### src/rtl/upip_pkg.sv
// Shared types and constants of the unsteady panel influence phase block.
package upip_pkg;

    localparam int RAD_W  = 68;
    localparam int REM_W  = 36;
    localparam int ROOT_W = 34;
    localparam int CXY_W  = 34;
    localparam int CZ_W   = 33;
    localparam int MAX_CORDIC = 32;

    localparam logic [1:0] CFG_OMEGA = 2'd0;
    localparam logic [1:0] CFG_MACH  = 2'd1;

    localparam logic [29:0] TURN_PER_RAD_Q32 = 30'd683565276;
    localparam logic signed [CXY_W-1:0] CORDIC_INIT_Q30 = 34'sd652032874;

    localparam logic [31:0] ATAN_TURNS [0:MAX_CORDIC-1] = '{
        32'd536870912, 32'd316933406, 32'd167458907, 32'd85004756, 32'd42667331,
        32'd21354465, 32'd10679838, 32'd5340245, 32'd2670163, 32'd1335087,
        32'd667544, 32'd333772, 32'd166886, 32'd83443, 32'd41722, 32'd20861,
        32'd10430, 32'd5215, 32'd2608, 32'd1304, 32'd652, 32'd326, 32'd163,
        32'd81, 32'd41, 32'd20, 32'd10, 32'd5, 32'd3, 32'd1, 32'd1, 32'd0
    };

    typedef struct packed {
        logic               func;
        logic signed [31:0] ctrl_x;
        logic signed [31:0] ctrl_y;
        logic signed [31:0] ctrl_z;
        logic signed [31:0] panel_x;
        logic signed [31:0] panel_y;
        logic signed [31:0] panel_z;
        logic signed [15:0] normal_x;
        logic signed [31:0] steady_source;
        logic signed [31:0] steady_doublet;
        logic               last_pair;
    } t_in;

    typedef struct packed {
        logic signed [31:0] src_real;
        logic signed [31:0] src_imag;
        logic signed [31:0] dbl_real;
        logic signed [31:0] dbl_imag;
        logic               last;
    } t_out;

endpackage

### src/rtl/upip_cordic_cell.sv
// One rotation cell of the pipelined CORDIC chain.
module upip_cordic_cell #(
    parameter int I = 0
) (
    input  logic                             i_clk,
    input  logic                             i_en,
    input  logic signed [upip_pkg::CXY_W-1:0] i_x,
    input  logic signed [upip_pkg::CXY_W-1:0] i_y,
    input  logic signed [upip_pkg::CZ_W-1:0]  i_z,
    output logic signed [upip_pkg::CXY_W-1:0] o_x,
    output logic signed [upip_pkg::CXY_W-1:0] o_y,
    output logic signed [upip_pkg::CZ_W-1:0]  o_z
);
    import upip_pkg::*;

    logic signed [CXY_W-1:0] r_x;
    logic signed [CXY_W-1:0] r_y;
    logic signed [CZ_W-1:0]  r_z;
    logic signed [CXY_W-1:0] n_dx;
    logic signed [CXY_W-1:0] n_dy;
    logic signed [CZ_W-1:0]  n_at;

    always_comb begin
        n_dx = i_y >>> I;
        n_dy = i_x >>> I;
        n_at = $signed({1'b0, ATAN_TURNS[I]});
    end

    always_ff @(posedge i_clk) begin
        if (i_en) begin
            if (!i_z[CZ_W-1]) begin
                r_x <= i_x - n_dx;
                r_y <= i_y + n_dy;
                r_z <= i_z - n_at;
            end else begin
                r_x <= i_x + n_dx;
                r_y <= i_y - n_dy;
                r_z <= i_z + n_at;
            end
        end
    end

    assign o_x = r_x;
    assign o_y = r_y;
    assign o_z = r_z;
endmodule

### config.mk
export PLATFORM = sky130hd
export DESIGN_NAME = upip_cordic_cell
export DESIGN_NICKNAME = d
export VERILOG_FILES = /design/src/rtl/upip_pkg.sv /design/src/rtl/upip_cordic_cell.sv
export SDC_FILE = /design/constraint.sdc
export NUM_CORES = 1
export LEC_CHECK = 0
export ABC_CLOCK_PERIOD_IN_PS = 3300
export BUFFER_PORTS_ARGS = -buffer_cell sky130_fd_sc_hd__buf_2
export CAP_MARGIN = 5
export CORE_MARGIN = 5
export CORE_UTILIZATION = 41
export DETAILED_ROUTE_END_ITERATION = 12
export GPL_ROUTABILITY_DRIVEN = 0
export PLACE_DENSITY = 0.71
export SYNTH_ARGS = -nofsm -noshare
export SYNTH_HDL_FRONTEND = slang
export SYNTH_SLANG_ARGS = --single-unit
### constraint.sdc
create_clock -name i_clk -period 3.3 [get_ports i_clk]
set_input_delay 0 -clock i_clk [delete_from_list [all_inputs] [get_ports i_clk]]
set_output_delay 0 -clock i_clk [all_outputs]
set_load 0.01 [all_outputs]
# Yosys cells after proc, flatten, opt, wreduce, memory -nomap -nowiden
# Cells that the tools add are included.
# word_totals
register_bits,101
in_bits,103
out_inout_bits,101
word_cells,11
# classes
n_addsub,5
muxes,3
# op_table
op,count
two-way mux 34 bit,2
subtractor 34 bit,2
adder 34 bit,1
"adder 33 x 31 -> 33 bit, second input constant",1
two-way mux 33 bit,1
"subtractor 33 x 31 -> 33 bit, second input constant",1

# Longest topological paths before layout
# depth
ltp_word,2
mapped_depth,12
depth_no_buf,12

# Least setup slack after synthesis
# No wires, ideal clock.
# synth_path
kind,input port to flip-flop
start,input port i_x[3] (netlist bit)
end,"register r_y[30] (netlist: o_y[30]), data pin"
setup_ns,0.272
t_arrival_ns,2.377
t_required_ns,3.028
path_slack_ns,0.651
stages,12
n_path_buf,1
cell_sequence,inv_1 > ha_1 > buf_6 > or3b_1 > a311o_1 > a21oi_2 > o21bai_2 > a31oi_1 > o311ai_1 > nand2_2 > o41ai_1 > or4b_1
# synth_via
elab_chain_len,2
elab_cells_between_ends,3
classes_between,add/sub (2); mux (1)
# synth_rtl
element,line,source
start: declaration,upip_cordic_cell.sv:7,"input logic signed [upip_pkg::CXY_W-1:0] i_x,"
adder 34 bit / subtractor 34 bit (equally long branches),"upip_cordic_cell.sv:33, upip_cordic_cell.sv:37",
two-way mux 34 bit *,upip_cordic_cell.sv:31,if (!i_z[CZ_W-1]) begin
end signal: assignment,upip_cordic_cell.sv:33,r_y <= i_y + n_dy;
end signal: assignment,upip_cordic_cell.sv:37,r_y <= i_y - n_dy;
end: declaration,upip_cordic_cell.sv:17,logic signed [CXY_W-1:0] r_y;
# Every way passes the cells marked *; elsewhere a longest branch is shown, timed or not.
# A chain may end at the register's enable or synchronous reset.

# Worst setup path in the final report
# layout_path
start,input port i_x[9] (netlist bit)
end,"register r_y[31] (netlist: o_y[31]), data pin"
# Same word-level chain as after synthesis.

==> out/qor.csv <==
stage,metric,value,unit
min_path,hp-class,input port to register,
detailed_routing,drtPass1Iterations,6,
synth,ys_seq_elements,100,
sta,tightest_slew,0.8508,ns
layout,final_cell_mix,"buf_2 (202), a21oi_1 (121), inv_1 (104), ha_1 (101), edfxtp_1 (100)",
synth,synthAdderAreaFrac,0.1507,
clock_network,cts-htree-levels,3,
synth,synth-edff-count,100,
clock_network,cts_tree,done,
layout,fin_nets,1463,
synth,yosysWarnings,0,
synth,muxShareOfSynthArea,0.01824,
placed_design,dp_cells,1493,
critical_path,start_kind,input port,
synth,syn_area,0.008920,sq mm
global_route,grt_max_degree,62,
detailed_routing,routedWlPerCell,17.54,um
clock_network,cts.repair.resized,0,
critical_path,required,3.42,ns
synth,synth_compound_area_frac,0.2323,
detailed_routing,drtIter0Drc,773,
sta,fmax,351.7,MHz
clock_network,post-cts-setup-buffers,0,
sta,min_period,2.843,ns
synth,ys_seq_area_frac,0.3367,
sta,slew_headroom,0.4182,
synth,synthXorXnorAreaFrac,0.05990,
sta,tns,0,ns
detailed_routing,route.detailed.drc,0,
clock_network,cts_buffers,9,
synth,async_flop_share,0,
synth,yosys_most_used_dff,edfxtp_1,
clock_network,cts_hold_buffers,31,
critical_path,path_class,input port to register,
synth,synth_nets,1224,
floorplanning,initial_core_util,0.4126,
layout,drive_gt1_frac,0.2270,
sta,hold_viol,0,
global_route,antenna_found_initial,3,
sta,setup_viol,0,
run,drv_cap,0,
power,cellLeakagePower,4.968,nW
detailed_routing,vias,8587,
floorplanning,core,0.02162,sq mm
synth,synth_simple_gate_area_frac,0.1334,
clock_network,clkTransAtPathRegs,0.08,ns
layout,final_common_cell,buf_2,
sta,rsz0062_at_grt,no,
floorplanning,dieWidth,157.5,um
floorplanning,dieArea,0.02480,sq mm
min_path,holdPathStages,3,
synth,synth_cells,1016,
clock_network,clockBufferDepth,2,
synth,ys_types,77,
sta,hold_slack,0.05877,ns
detailed_routing,postRouteAntennaNets,0,
placed_design,io_buffers,203,
floorplanning,fp.dieH,157.5,um
clock_network,cts.sinks,100,
sta,drv_slew,0,
clock_network,root_buffer,clkbuf_16,
status,status,finished clean,
global_route,grt_pass1_vias,8353,
detailed_routing,finalWirelength,27040,um
power,p_per_area,403.0,mW/mm^2
layout,syn2layout_area_growth,23.17,%
detailed_routing,via_per_inst,5.569,
global_route,grt_overflow,0,
placed_design,post-dp-hpwl,21190,um
sta,fin_crit_sh,0.8616,
critical_path,arrival,2.96,ns
synth,synth_top_family_by_area,compound AO/OA/AOI/OAI gates,
global_route,grt_pass1_wl,42230,um
global_route,grt.total_usage,0.2116,
critical_path,crit_fanout,11,
floorplanning,num_rows,54,
power,ir_drop,217.8,uV
layout,final_cells,1542,
floorplanning,pin_count,204,
critical_path,worstSetupEndpointType,register,
synth,syn_area_per_cell,8.779,sq um
## Yosys cell counts, types with 7 or more instances
library cell / number / area, sq um
o21ai_0: 68 / 340.3
o31ai_1: 10 / 75.07
nand2_1: 56 / 210.2
clkbuf_1: 19 / 71.32
inv_1: 104 / 390.4
o21bai_1: 19 / 142.6
xor2_1: 14 / 122.6
edfxtp_1: 100 / 3003
a211oi_1: 9 / 67.56
a21oi_1: 121 / 605.6
o22ai_1: 7 / 43.79
mux2i_1: 14 / 140.1
nand3_1: 9 / 45.04
a31oi_1: 7 / 43.79
nor3_1: 20 / 100.1
xnor2_1: 47 / 411.6
a21o_1: 18 / 135.1
o211ai_1: 10 / 75.07
nand2b_1: 13 / 81.33
nor2b_1: 8 / 50.05
buf_1: 9 / 33.78
nor2_1: 96 / 360.4
nor4_1: 7 / 43.79
buf_2: 11 / 55.05
ha_1: 101 / 1264
nand4_1: 8 / 50.05
## state kept, by name (all words and copies together) (netlist names)
signal / count
o_y: 33
o_z: 33
o_x: 34
## power by group
group	internal, mW	switching (mW)	total, mW	leakage, nW
logic	0.657	0.984	1.64	3.85
clock network	0.533	0.579	1.11	0.144
registers	1.63	0.0419	1.67	0.979
## critical path: stages
cell and delay, ns:
buf_2 0.11, inv_1 0.04, ha_1 0.48, nand2b_1 0.09, a2111oi_0 0.79, o41ai_1 0.18
o31ai_2 0.13, o211a_1 0.26, o31ai_2 0.15, a211oi_2 0.35, nor2_1 0.09, a2111o_1 0.29
## metal layers
metal,GRT usage,share of wire,vias to the layer above
li1,-,-,4092
met1,0.2794,0.42,3949
met2,0.3419,0.45,471
met3,0.04317,0.098,71
met4,0.08234,0.035,4
met5,0,0.00085,-
## stage by stage
step	utilization	power [mW]	area, sq um	setup slack, ns
global placement	0.4802	3.274	10380	0.2127
CTS	0.5079	4.437	10980	0.5369
detailed placement	0.4802	3.296	10380	0.1544
finish	0.5082	4.427	10990	0.4567
floorplan	-	2.681	8920	0.6510
global route	0.5080	4.667	10980	0.2738
## cells by family (layout without fill, tap and decap cells)
logic type / count (synthesis) / in the layout
buffers and inverters: 154 / 398
XOR/XNOR: 61 / 61
multiplexers: 16 / 16
flip-flops: 100 / 100
other: 0 / 2
adder cells (fa/ha/maj): 105 / 105
AO/OA/AOI/OAI: 329 / 329
AND/OR/NAND/NOR: 251 / 251
## layout make-up
class | count | area (sq um)
repair buffers | 271 | 1619
clock inverters | 7 | 65.06
well taps | 280 | 350.3
fillers | 2079 | 10630
multi-input cells | 762 | 5303
clock buffers | 9 | 225.2
diodes | 2 | 5.005
flip-flops and latches | 100 | 3003
inverters | 111 | 416.7
## path summary, 6_finish.rpt
| kind | startpoint | end | slack [ns] |
|---|---|---|---|
| max | i_x[9] | o_y[31]$_DFFE_PP_ | 0.46 |
| min | i_z[31] | o_z[32]$_DFFE_PP_ | 0.06 |
Power figures use the tool's default switching activity.
