<file path="src/rtl/upip_pkg.sv">
// Shared types and constants of the unsteady panel influence phase block.
package upip_pkg;

    localparam int RAD_W  = 68;
    localparam int REM_W  = 36;
    localparam int ROOT_W = 34;
    localparam int CXY_W  = 34;
    localparam int CZ_W   = 33;
    localparam int MAX_CORDIC = 32;

    localparam logic [1:0] CFG_OMEGA = 2'd0;
    localparam logic [1:0] CFG_MACH  = 2'd1;

    localparam logic [29:0] TURN_PER_RAD_Q32 = 30'd683565276;
    localparam logic signed [CXY_W-1:0] CORDIC_INIT_Q30 = 34'sd652032874;

    localparam logic [31:0] ATAN_TURNS [0:MAX_CORDIC-1] = '{
        32'd536870912, 32'd316933406, 32'd167458907, 32'd85004756, 32'd42667331,
        32'd21354465, 32'd10679838, 32'd5340245, 32'd2670163, 32'd1335087,
        32'd667544, 32'd333772, 32'd166886, 32'd83443, 32'd41722, 32'd20861,
        32'd10430, 32'd5215, 32'd2608, 32'd1304, 32'd652, 32'd326, 32'd163,
        32'd81, 32'd41, 32'd20, 32'd10, 32'd5, 32'd3, 32'd1, 32'd1, 32'd0
    };

    typedef struct packed {
        logic               func;
        logic signed [31:0] ctrl_x;
        logic signed [31:0] ctrl_y;
        logic signed [31:0] ctrl_z;
        logic signed [31:0] panel_x;
        logic signed [31:0] panel_y;
        logic signed [31:0] panel_z;
        logic signed [15:0] normal_x;
        logic signed [31:0] steady_source;
        logic signed [31:0] steady_doublet;
        logic               last_pair;
    } t_in;

    typedef struct packed {
        logic signed [31:0] src_real;
        logic signed [31:0] src_imag;
        logic signed [31:0] dbl_real;
        logic signed [31:0] dbl_imag;
        logic               last;
    } t_out;

endpackage

</file>
<file path="src/rtl/upip_sqrt_cell.sv">
// One digit cell of the pipelined square root chain.
module upip_sqrt_cell #(
    parameter int K = 0
) (
    input  logic                       i_clk,
    input  logic                       i_en,
    input  logic [upip_pkg::RAD_W-1:0]  i_rad,
    input  logic [upip_pkg::REM_W-1:0]  i_rem,
    input  logic [upip_pkg::ROOT_W-1:0] i_root,
    output logic [upip_pkg::RAD_W-1:0]  o_rad,
    output logic [upip_pkg::REM_W-1:0]  o_rem,
    output logic [upip_pkg::ROOT_W-1:0] o_root
);
    import upip_pkg::*;

    logic [RAD_W-1:0]  r_rad;
    logic [REM_W-1:0]  r_rem;
    logic [ROOT_W-1:0] r_root;
    logic [REM_W+1:0]  n_cur;
    logic [REM_W+1:0]  n_trial;
    logic              n_take;
    logic [REM_W+1:0]  n_diff;

    always_comb begin
        n_cur   = {i_rem, i_rad[2*K+1 -: 2]};
        n_trial = {2'b00, i_root, 2'b01};
        n_take  = n_cur >= n_trial;
        n_diff  = n_cur - n_trial;
    end

    always_ff @(posedge i_clk) begin
        if (i_en) begin
            r_rad  <= i_rad;
            r_rem  <= n_take ? n_diff[REM_W-1:0] : n_cur[REM_W-1:0];
            r_root <= {i_root[ROOT_W-2:0], n_take};
        end
    end

    assign o_rad  = r_rad;
    assign o_rem  = r_rem;
    assign o_root = r_root;
endmodule

</file>
<file path="config.mk">
export PLATFORM = sky130hd
export DESIGN_NAME = upip_sqrt_cell
export DESIGN_NICKNAME = d
export VERILOG_FILES = /design/src/rtl/upip_pkg.sv /design/src/rtl/upip_sqrt_cell.sv
export SDC_FILE = /design/constraint.sdc
export NUM_CORES = 1
export LEC_CHECK = 0
export BUFFER_PORTS_ARGS = -buffer_cell sky130_fd_sc_hd__buf_2
export CORE_AREA = 2 2 142 144
export DETAILED_ROUTE_END_ITERATION = 8
export DIE_AREA = 0 0 144 146
export PLACE_DENSITY_LB_ADDON = 0.1
export SYNTH_ARGS = -nofsm -noshare
export SYNTH_HDL_FRONTEND = slang
export SYNTH_SLANG_ARGS = --single-unit
</file>
<file path="constraint.sdc">
create_clock -name i_clk -period 4.25 [get_ports i_clk]
set_clock_uncertainty 0.1 [all_clocks]
set_input_delay 0.425 -clock i_clk [delete_from_list [all_inputs] [get_ports i_clk]]
set_output_delay 0.425 -clock i_clk [all_outputs]
set_load 0.01 [all_outputs]
</file>
# Word level (Yosys, flattened, before mapping)

Cells that the tools add are included.

Input port bits: 140
Output and inout bits: 138
Word-level logic and storage cells: 6
Flip-flop bits (word level): 138

$add $sub $neg: 1
$lt $le $gt $ge: 1
Muxes and demuxes: 1

Operators with widths:

| operator       | count |
|---|---|
| $ge 38x36->1   | 1 |
| $mux 36        | 1 |
| $sub 36x36->36 | 1 |

# Longest topological paths before layout

Gate-level depths: netlist of run 1.

Depth after elaboration: 2
Gate-level depth with buffers: 14
Depth with buffers taken out: 11

# Worst setup path after synthesis of run 1

OpenSTA, ideal clock, no wires.

Path type: in2reg
From: input i_root[5] (netlist name)
To: register r_rem[12], in the netlist o_rem[12], data pin
Required time: 3.888 ns
Data arrival time: 2.770 ns
Library setup time: 0.262 ns
Path buffers: 2
Setup slack: 1.118 ns
Cell stages on the path: 11
Cells stage by stage: inv_1 ha_1 buf_2 a2111o_1 o21ai_2 o41a_2 o21ai_2 a31o_2 a211oi_4 buf_6 mux2_1

Cells in the longest elaborated chain, start to end: 2
Elaborated cells on any way between the ends: 3
Classes of those cells: add/sub: 1; order compare: 1; mux: 1

Ends and longest elaborated chain:

| element                                               | line                                       | source |
|---|---|---|
| from (decl)                                           | upip_sqrt_cell.sv:9                        | `input logic [upip_pkg::ROOT_W-1:0] i_root,` |
| $sub 36x36->36 / $ge 38x36->1 (equally long branches) | upip_sqrt_cell.sv:28, upip_sqrt_cell.sv:27 |  |
| $mux 36 (*)                                           | upip_sqrt_cell.sv:34                       | `r_rem <= n_take ? n_diff[REM_W-1:0] : n_cur[REM_W-1:0];` |
| to (signal assigned)                                  | upip_sqrt_cell.sv:34                       |  |
| to (decl)                                             | upip_sqrt_cell.sv:17                       | `logic [REM_W-1:0] r_rem;` |

Every way passes the cells marked *; elsewhere a longest branch is shown, timed or not.
A chain may end at the register's enable or synchronous reset.

# Worst setup path in the final report of run 1

From: input i_rem[12] (netlist name)
To: register r_rem[33], in the netlist o_rem[33], data pin

Cells in the longest elaborated chain, start to end: 2
Elaborated cells on any way between the ends: 3
Classes of those cells: add/sub: 1; order compare: 1; mux: 1

Ends and longest elaborated chain:

| element                                               | line                                       | source |
|---|---|---|
| from (decl)                                           | upip_sqrt_cell.sv:8                        | `input logic [upip_pkg::REM_W-1:0] i_rem,` |
| $sub 36x36->36 / $ge 38x36->1 (equally long branches) | upip_sqrt_cell.sv:28, upip_sqrt_cell.sv:27 |  |
| $mux 36 (*)                                           | upip_sqrt_cell.sv:34                       |  |

Marks and branches as above.

==> results.yml, run 1 <==
critical_path:
  slowest_delay_ps: 730
  critical_path_arrival_ps: 3420
  crit_path_end_kind: "flop"
  crit_top_cell: "a21oi_1"
  cp.depth: 11
  cp_cell_sequence: "buf_2, ha_1, a21oi_1, o21ai_0, a2111oi_0, nand3b_1, a21oi_1, o31ai_1, a21oi_1, xor2_1, o21ai_2"
  worst_setup_path_start_kind: "primary input"
  path_max_fanout: 9
  path_delay_family: "compound AO/OA/AOI/OAI gates"
  required_ps: 4320
  slowest_stage: "a2111oi_0"
  path_class: "primary input to flop"
  worst-path-buf-inv: 1
power:
  p_switching_w: 0.00109
  switching_share_pct: 28.6
  internal_power_w: 0.00274
  clock_power_share_pct: 36.9
  vdd_drop_max_uv: 270
  power_frac_seq_pct: 44.2
  power.share.combinational_pct: 18.9
  p_leak_nw: 3.88
  p_per_area_nw_per_um2: 428
hold_path:
  hold_path_class: "primary input to flop"
  worstHoldPathCells: 1
synthesis:
  async_flop_share_pct: 0
  ys_warn_count: 0
  synth_seq_cells: 138
  synthFlopType: "edfxtp_1"
  netlist_instances: 538
  synth_edf_count: 138
  netlist_area_sq_um: 6740
  synth_fp_nets: 714
  syn_avg_cell_area_sq_um: 12.5
  seq_area_frac_synth_pct: 61.5
  yosysUniqueCellTypes: 55
routing:
  routed_wl_um: 17900
  vias_per_cell: 4.79
  num_vias: 5284
  post_drt_wl_per_cell_um: 16.2
  drc: 0
  dr.first_iter.drc_count: 333
  antenna_left: 0
  firstDrtPassIters: 4
floorplanning:
  die_y_um: 146
  rows: 51
  fp.dieW_um: 144
  start_util_pct: 34.9
  coreArea_sq_um: 19300
  ios: 278
  die-area_sq_um: 21000
final_layout:
  layout_commonest_cell: "buf_2"
  area_delta_synth_final_pct: 32.8
  fin_nets: 999
  fin_util_pct: 46.3
  layout-drive-gt1-share_pct: 40.3
  final_cell_mix: "276 x buf_2, 138 x edfxtp_1, 57 x nand2_1, 44 x inv_1, 38 x a21oi_1"
  fillCellCount: 1869
global_routing:
  grt_start_max_net_pins: 93
  grt_pass1_vias: 5370
  grt_pass1_wl_um: 27800
  met1_usage_pct: 19.9
  grt_usage_pct: 17.0
  grt_overflow: 0
  grt_use_met2_pct: 29.7
  use_met3_pct: 5.13
  antenna_found_initial: 2
  busiest_layer: "met2"
timing:
  hold_violations: 0
  final-max-slew-violation-count: 0
  setup_viol: 0
  layout_min_cycle_time_ps: 3350
  fin_crit_sh_pct: 78.8
  tightest_slew_ps: 878
  finalSetupTns_ps: 0
  rsz0062_at_grt: "no"
  fmax_mhz: 299
  slew_headroom_pct: 41.5
clock_tree:
  cts_tree: "built"
  root_buffer: "clkbuf_16"
  cts_hold_buf: 0
  cts_resized: 0
  clk_pin_slew_ps: 70
  postCtsSetupRepairBufs: 0
  cts.sinks: 138
  htreeDepth: 4
  numCtsBuffers: 17
  clockBufferDepth: 2
placed_design:
  numPortBuffers: 277
  globalplace.congestion: 0.821
  place_hpwl_um: 13700
flow_run:
  max-cap-violations: 0
outcome:
  status: "finished clean"
sequential cells by signal, summed over array words and instances, names as in the netlist:
| signal | flops |
|---|---|
| o_rad | 68 |
| o_rem | 36 |
| o_root | 34 |
synthesized netlist by cell type, types with 3 or more instances:
| library cell | n | area [sq um] |
|---|---|---|
| edfxtp_1 | 138 | 4140 |
| a2111oi_0 | 3 | 26.3 |
| nor2b_1 | 8 | 50.1 |
| nor3_1 | 6 | 30.0 |
| xnor2_1 | 17 | 149 |
| nor2_1 | 23 | 86.3 |
| a21o_1 | 14 | 105 |
| nand4_1 | 6 | 37.5 |
| xor2_1 | 13 | 114 |
| nand3_1 | 9 | 45.0 |
| ha_1 | 36 | 450 |
| o21bai_1 | 4 | 30.0 |
| o21ai_2 | 22 | 193 |
| nand2_1 | 57 | 214 |
| o211ai_1 | 3 | 22.5 |
| buf_8 | 3 | 45.0 |
| inv_1 | 44 | 165 |
| o21a_1 | 5 | 37.5 |
| buf_4 | 3 | 22.5 |
| a21oi_1 | 38 | 190 |
| o21ai_0 | 22 | 110 |
| o21ai_1 | 7 | 35.0 |
| nand2b_1 | 4 | 25.0 |
| clkbuf_1 | 6 | 22.5 |
| a31oi_1 | 7 | 43.8 |
| and3_1 | 3 | 18.8 |
final cells by class:
class,instances,area (sq um),area share (%)
Sequential cell,138,4140,46.3
Multi-Input combinational cell,342,2330,26.0
Tap cell,265,332,3.70
Clock inverter,14,128,1.43
Timing Repair Buffer,280,1430,15.9
Clock buffer,18,429,4.79
Antenna cell,1,2.50,0.0279
Inverter,44,165,1.84
stage by stage:
stage	instance area [sq um]	hold WS, ps	std cells	total power, W	setup WS, ps
2_1_floorplan	6740	424	538	0.00214	1120
3_3_place_gp	8390	503	1069	0.00245	360
3_5_place_dp	8390	503	1069	0.00245	315
4_1_cts	8950	49.3	1101	0.00389	767
5_1_grt	8950	51.2	1102	0.00402	503
6_report	8950	68.2	1102	0.00383	900
power groups by stage:
stage / sequential [W] / combinational [W] / clock, W
2_1_floorplan: 0.00180 / 0.000339 / 0
3_3_place_gp: 0.00172 / 0.000727 / 0
3_5_place_dp: 0.00173 / 0.000729 / 0
4_1_cts: 0.00170 / 0.000734 / 0.00146
5_1_grt: 0.00171 / 0.000804 / 0.00151
6_report: 0.00169 / 0.000723 / 0.00142
routing by layer:
layer / share of wire, % / vias up
met4: 0.61 / 2
met1: 41 / 2485
met2: 50 / 193
met3: 8.3 / 12
li1: - / 2592
met5: 0.039 / -
cells by family (layout without fill, tap and decap cells):
logic type / count (synthesis) / in the layout / synth area share (%)
adders and majority gates: 36 / 36 / 6.68
DFF: 138 / 138 / 61.5
and+or+nand+nor: 125 / 125 / 8.43
muxes: 4 / 4 / 0.631
buffers and inverters: 58 / 356 / 4.03
xor gates and xnor gates: 30 / 30 / 3.90
AOI/OAI and AO/OA: 147 / 147 / 14.9
other: 0 / 1 / 0
worst paths after layout:
kind / endpoint / startpoint
hold / removal: o_rad[19]$_DFFE_PP_ / i_rad[19]
setup / recovery: o_rem[33]$_DFFE_PP_ / i_rem[12]
No activity file was read; power rests on OpenSTA's default activity.
==> inputs of run 2 (changes only) <==
--- a/config.mk
+++ b/config.mk
@@ -5,10 +5,11 @@
 export SDC_FILE = /design/constraint.sdc
 export NUM_CORES = 1
 export LEC_CHECK = 0
+export ABC_AREA = 1
 export BUFFER_PORTS_ARGS = -buffer_cell sky130_fd_sc_hd__buf_2
-export CORE_AREA = 2 2 142 144
+export CORE_AREA = 2 2 153 155
 export DETAILED_ROUTE_END_ITERATION = 8
-export DIE_AREA = 0 0 144 146
+export DIE_AREA = 0 0 155 157
 export PLACE_DENSITY_LB_ADDON = 0.1
 export SYNTH_ARGS = -nofsm -noshare
 export SYNTH_HDL_FRONTEND = slang
==> constraint.sdc (replaced) <==
create_clock -name i_clk -period 2.8 [get_ports i_clk]
set_clock_uncertainty 0.1 [all_clocks]
set_input_delay 0.28 -clock i_clk [delete_from_list [all_inputs] [get_ports i_clk]]
set_output_delay 0.28 -clock i_clk [all_outputs]
set_load 0.01 [all_outputs]
==> run 2 against run 1 <==
  * Wire length up 39%
  * Via count increased by 31%
  * Critical path type unchanged
  * Sequential power up 52%
  * Largest cell class unchanged
  * Core utilization rose by 3.3 points
==> results.yml, run 2 <==
synthesis:
  yosysUniqueCellTypes: 31
  synth_fp_nets: 1006
  ys_warn_count: 0
  async_flop_share_pct: 0
  netlist_instances: 830
  yosys.area.top_type: "edfxtp_1"
  synth_seq_cells: 138
  synth_commonest_cells: "248 x nand2_1, 138 x edfxtp_1, 129 x inv_1, 48 x nand3_1, 47 x nor2_1"
  seq_area_frac_synth_pct: 52.9
  synth_top_area_share_pct: 52.9
  synthFlopType: "edfxtp_1"
  synth_edf_count: 138
  syn_avg_cell_area_sq_um: 9.43
  synth_most_common_cell: "nand2_1"
  netlist_area_sq_um: 7830
  ys_top_cells_by_area: "edfxtp_1 53%, nand2_1 12%, inv_1 6.2%"
routing:
  dr.first_iter.drc_count: 325
  routed_wl_um: 24800
  post_drt_wl_per_cell_um: 16.3
  vias_per_cell: 4.55
  drc: 0
  num_vias: 6931
  firstDrtPassIters: 5
  antenna_left: 0
placed_design:
  globalplace.congestion: 0.929
  dp_slack_ps: 286
  place_hpwl_um: 19000
  numPortBuffers: 277
  placedCellCount: 1391
timing:
  setup_viol: 0
  layout_min_cycle_time_ps: 2600
  slew_headroom_pct: 71.6
  hold_violations: 0
  tightest_slew_ps: 425
  finalSetupTns_ps: 0
  final-max-slew-violation-count: 0
  worst_slack_ps: 200
  fin_crit_sh_pct: 92.9
  fmax_mhz: 385
  rsz0062_at_grt: "no"
floorplanning:
  die-area_sq_um: 24300
  ios: 278
  die_y_um: 157
  fp.dieW_um: 155
  coreArea_sq_um: 22500
  rows: 55
  start_util_pct: 34.8
final_layout:
  fillCellCount: 2158
  final_cell_mix: "276 x buf_2, 248 x nand2_1, 138 x edfxtp_1, 129 x inv_1, 100 x dlygate4sd3_1"
  layout_commonest_cell: "buf_2"
  diodes: 0
  multiInputGateArea_sq_um: 3030
  largest_reg_flops: 68
  layout-drive-gt1-share_pct: 32.7
  final_cells: 1523
  fin_nets: 1401
  seq_area_sq_um: 4140
  area_delta_synth_final_pct: 42.4
power:
  p_switching_w: 0.00184
  switching_share_pct: 29.0
  clock_power_share_pct: 38.1
  p_leak_nw: 5.39
  power.share.combinational_pct: 21.4
  vdd_drop_max_uv: 351
  power_frac_seq_pct: 40.5
  internal_power_w: 0.00451
  p_per_area_nw_per_um2: 570
critical_path:
  cp_cell_sequence: "dlygate4sd3_1, buf_2, inv_1, ha_1, nand2_1, inv_1, nand2_1, nand3_1, nor2_1, nand3_1, nand2_1, nand3_1, nand3_1, nand2_1"
  required_ps: 2890
  crit_path_end_kind: "flop"
  critical_path_arrival_ps: 2690
  slowest_stage: "dlygate4sd3_1"
  worst_setup_path_start_kind: "primary input"
  path_max_fanout: 5
  path_class: "primary input to flop"
  slowest_delay_ps: 560
clock_tree:
  clk_pin_slew_ps: 70
  cts.sinks: 138
  cts_tree: "built"
  htreeDepth: 4
  numCtsBuffers: 17
  cts_resized: 0
  cts_hold_buf: 100
  root_buffer: "clkbuf_16"
  clockBufferDepth: 2
  postCtsSetupRepairBufs: 0
global_routing:
  grt_start_max_net_pins: 66
  grt_pass1_wl_um: 37400
  grt_pass1_vias: 6932
  antenna_found_initial: 3
  grt_overflow: 0
  grt_usage_pct: 20.2
hold_path:
  hold_path_class: "primary input to flop"
flow_run:
  max-cap-violations: 0
outcome:
  status: "finished clean"
run 2: cell count changes after synthesis, moves of 8 or more:
| cell | change |
|---|---|
| nand3_1 | +39 |
| o21ai_2 | -22 |
| a21oi_1 | -13 |
| inv_1 | +85 |
| nand2_1 | +191 |
| nor2_1 | +24 |
| nor2b_1 | -8 |
| nand3_2 | +31 |
| nor2_2 | +10 |
| o21ai_0 | -17 |
| a21o_1 | -13 |
| nand3b_1 | +8 |
| nand2_2 | +35 |
| xnor2_1 | -16 |
run 2: kinds of logic after synthesis:
kind of cell / Yosys count / share of synthesized area [%]
AOI/OAI and AO/OA: 41 / 2.99
xor gates and xnor gates: 18 / 2.01
adders and majority gates: 36 / 5.75
buffers and inverters: 145 / 8.44
DFF: 138 / 52.9
and+or+nand+nor: 452 / 27.9
run 2: power by group through the flow:
stage	clock [W]	combinational, W	sequential [W]
3_5_place_dp	0	0.00126	0.00262
3_3_place_gp	0	0.00125	0.00261
5_1_grt	0.00256	0.00151	0.00259
2_1_floorplan	0	0.000604	0.00273
6_report	0.00242	0.00136	0.00257
4_1_cts	0.00248	0.00138	0.00257
run 2: routing by layer:
metal | vias up | wire length [um] | track usage, %
met1 | 3155 | 10700 | 25.4
met5 | - | 36 | 0
met3 | 31 | 1590 | 4.16
met2 | 244 | 12000 | 35.1
li1 | 3495 | - | -
met4 | 6 | 413 | 6.04
run 2: cell type report:
cell class	count	share of cell area [%]
Inverter	133	4.48
Clock inverter	14	1.65
Multi-Input combinational cell	547	27.1
Tap cell	285	3.20
Clock buffer	18	3.85
Sequential cell	138	37.2
Timing Repair Buffer	388	22.5
run 2: worst paths after layout:
path                   start                  end  slack (ps)  cells past startpoint
setup / recovery  i_root[16]  o_rem[35]$_DFFE_PP_         200                     14
hold / removal      i_rem[1]   o_rem[3]$_DFFE_PP_          70                      3
run 2: per-stage QoR:
step	hold WS, ps	power, W	cell area (sq um)	utilization (%)
2_1_floorplan	279	0.00334	7830	-
3_3_place_gp	357	0.00387	9540	42.4
3_5_place_dp	358	0.00387	9540	42.4
4_1_cts	58.3	0.00643	11200	49.6
5_1_grt	74.1	0.00666	11200	49.6
6_report	72.7	0.00635	11200	49.6
run 2: critical path, delay by kind of cell:
| family | cells | cell delay (ps) |
|---|---|---|
| adder cells (fa/ha/maj) | 1 | 370 |
| buffers and inverters | 4 | 770 |
| AND/OR/NAND/NOR | 9 | 1260 |
==> inputs of run 3 (changes only) <==
--- a/config.mk
+++ b/config.mk
@@ -7,9 +7,10 @@
 export LEC_CHECK = 0
 export ABC_AREA = 1
 export BUFFER_PORTS_ARGS = -buffer_cell sky130_fd_sc_hd__buf_2
-export CORE_AREA = 2 2 153 155
+export CORE_AREA = 2 2 135 137
+export CTS_BUF_LIST = sky130_fd_sc_hd__clkbuf_8
 export DETAILED_ROUTE_END_ITERATION = 8
-export DIE_AREA = 0 0 155 157
+export DIE_AREA = 0 0 137 139
 export PLACE_DENSITY_LB_ADDON = 0.1
 export SYNTH_ARGS = -nofsm -noshare
 export SYNTH_HDL_FRONTEND = slang
==> run 3 against run 2 <==
  * Power decreased by 14%
  * Count of clock-buffer cells in the layout decreased by 1
  * Via count increased by 0.10%
  * First-iteration DRC count increased by 21%
  * Die area decreased by 22%
  * Cell area decreased by 2.8%
  * Largest power group unchanged
==> results.yml, run 3 (synthesized netlist as in run 2, its figures left out) <==
outcome:
  status: "finished clean"
global_routing:
  grt_pass1_vias: 6751
  grt_usage_pct: 24.6
  grt_overflow: 0
  grt_pass1_wl_um: 35800
  antenna_found_initial: 0
  grt_start_max_net_pins: 49
clock_tree:
  postCtsSetupRepairBufs: 0
  clk_pin_slew_ps: 90
  cts_hold_buf: 100
  numCtsBuffers: 17
  root_buffer: "clkbuf_8"
  cts.sinks: 138
  cts_resized: 0
  htreeDepth: 4
  clockBufferDepth: 2
  cts_tree: "built"
critical_path:
  slowest_stage: "dlygate4sd3_1"
  path_class: "primary input to flop"
  crit_top_cell: "nand2_1"
  slowest_delay_ps: 530
  worst_setup_path_start_kind: "primary input"
  cp_cell_sequence: "dlygate4sd3_1, buf_2, inv_1, ha_1, nand2_1, inv_1, nand2_1, a21oi_1, nor2_1, nand3_1, nand2_1, nand3_1, nand3_1, nand2_1"
  critPathLaunch: "i_root[16]"
  critical_path_arrival_ps: 2720
  path_max_fanout: 5
  required_ps: 2910
  crit_path_end_kind: "flop"
routing:
  num_vias: 6938
  drc: 0
  routed_wl_um: 23600
  firstDrtPassIters: 5
  vias_per_cell: 4.73
  antenna_left: 0
  post_drt_wl_per_cell_um: 16.1
  dr.first_iter.drc_count: 392
timing:
  rsz0062_at_grt: "no"
  hold_violations: 0
  final-max-slew-violation-count: 0
  setup_viol: 0
  tightest_slew_ps: 466
  fmax_mhz: 383
  finalSetupTns_ps: 0
  layout_min_cycle_time_ps: 2610
  slew_headroom_pct: 69.0
  fin_crit_sh_pct: 93.2
  worst_slack_ps: 192
final_layout:
  fillCellCount: 1573
  area_delta_synth_final_pct: 38.4
  layout-drive-gt1-share_pct: 32.7
  largest_reg_flops: 68
  final_area_sq_um: 10800
  diodes: 0
  final_cell_mix: "276 x buf_2, 248 x nand2_1, 138 x edfxtp_1, 130 x inv_1, 100 x dlygate4sd3_1"
  layout_commonest_cell: "buf_2"
  fin_nets: 1400
floorplanning:
  coreArea_sq_um: 17700
  die-area_sq_um: 19000
  die_y_um: 139
  rows: 49
  fp.dieW_um: 137
  ios: 278
  start_util_pct: 44.3
power:
  switching_share_pct: 32.1
  clock_power_share_pct: 28.3
  power.share.combinational_pct: 24.9
  p_leak_nw: 5.28
  p_switching_w: 0.00176
  power_frac_seq_pct: 46.8
  vdd_drop_max_uv: 278
  power.total_w: 0.00548
  p_per_area_nw_per_um2: 506
  internal_power_w: 0.00372
placed_design:
  place_hpwl_um: 17900
  dp_slack_ps: 364
  place_area_sq_um: 9470
  numPortBuffers: 277
  globalplace.congestion: 0.933
flow_run:
  max-cap-violations: 0
hold_path:
  hold_path_class: "primary input to flop"
  min-delay-start: "i_rad[0]"
==> run 3: changes by cell type in the layout (fill, tap and decap cells not counted), sizes merged <==
cell and change:
clkbuf -1, clkinv +1, inv +2, buf -1, bufinv -3, clkinvlp +1
==> run 3: path summary, 6_finish.rpt <==
path	end	slack (ps)	depth (start not counted)
setup / recovery	o_rem[35]$_DFFE_PP_	190	14
hold / removal	o_rad[0]$_DFFE_PP_	40	1
==> run 3: critical path: cells and delay by family <==
kind / cells / cell delay (ps)
buffers and inverters: 4 / 780
adder cells (fa/ha/maj): 1 / 380
AND/OR/NAND/NOR: 8 / 1200
AO/OA/AOI/OAI: 1 / 80
==> run 3: metrics by stage <==
| step | utilization [%] | cells | hold slack (ps) |
|---|---|---|---|
| 5_1_grt | 61.4 | 1466 | 21.2 |
| 2_1_floorplan | - | 830 | 279 |
| 3_3_place_gp | 53.7 | 1334 | 356 |
| 6_report | 61.4 | 1466 | 41.7 |
| 3_5_place_dp | 53.7 | 1334 | 358 |
| 4_1_cts | 61.4 | 1466 | 9.58 |
==> run 3: area by class of cell <==
cell class | instances | area [sq um] | share of cell area (%)
timing repair buffer | 387 | 2520 | 23.2
inverter | 133 | 499 | 4.61
multi-input combinational | 547 | 3030 | 27.9
clock buffer | 17 | 234 | 2.16
tap | 229 | 287 | 2.64
clock inverter | 15 | 128 | 1.18
sequential | 138 | 4140 | 38.2
==> run 3: power groups by stage <==
stage	Clock [W]	Combinational [W]	Sequential, W
2_1_floorplan	0	0.000604	0.00273
3_3_place_gp	0	0.00125	0.00261
3_5_place_dp	0	0.00125	0.00261
4_1_cts	0.00160	0.00137	0.00257
5_1_grt	0.00167	0.00151	0.00258
6_report	0.00155	0.00136	0.00257
==> run 3: routing by layer <==
metal  up-vias  track usage, %  share of wire (%)
li1       3499               -                  -
met1      3177            31.9                 43
met2       231            41.6                 48
met3        31            4.28                6.1
met4         0            7.92                2.2
met5         -               0                  0
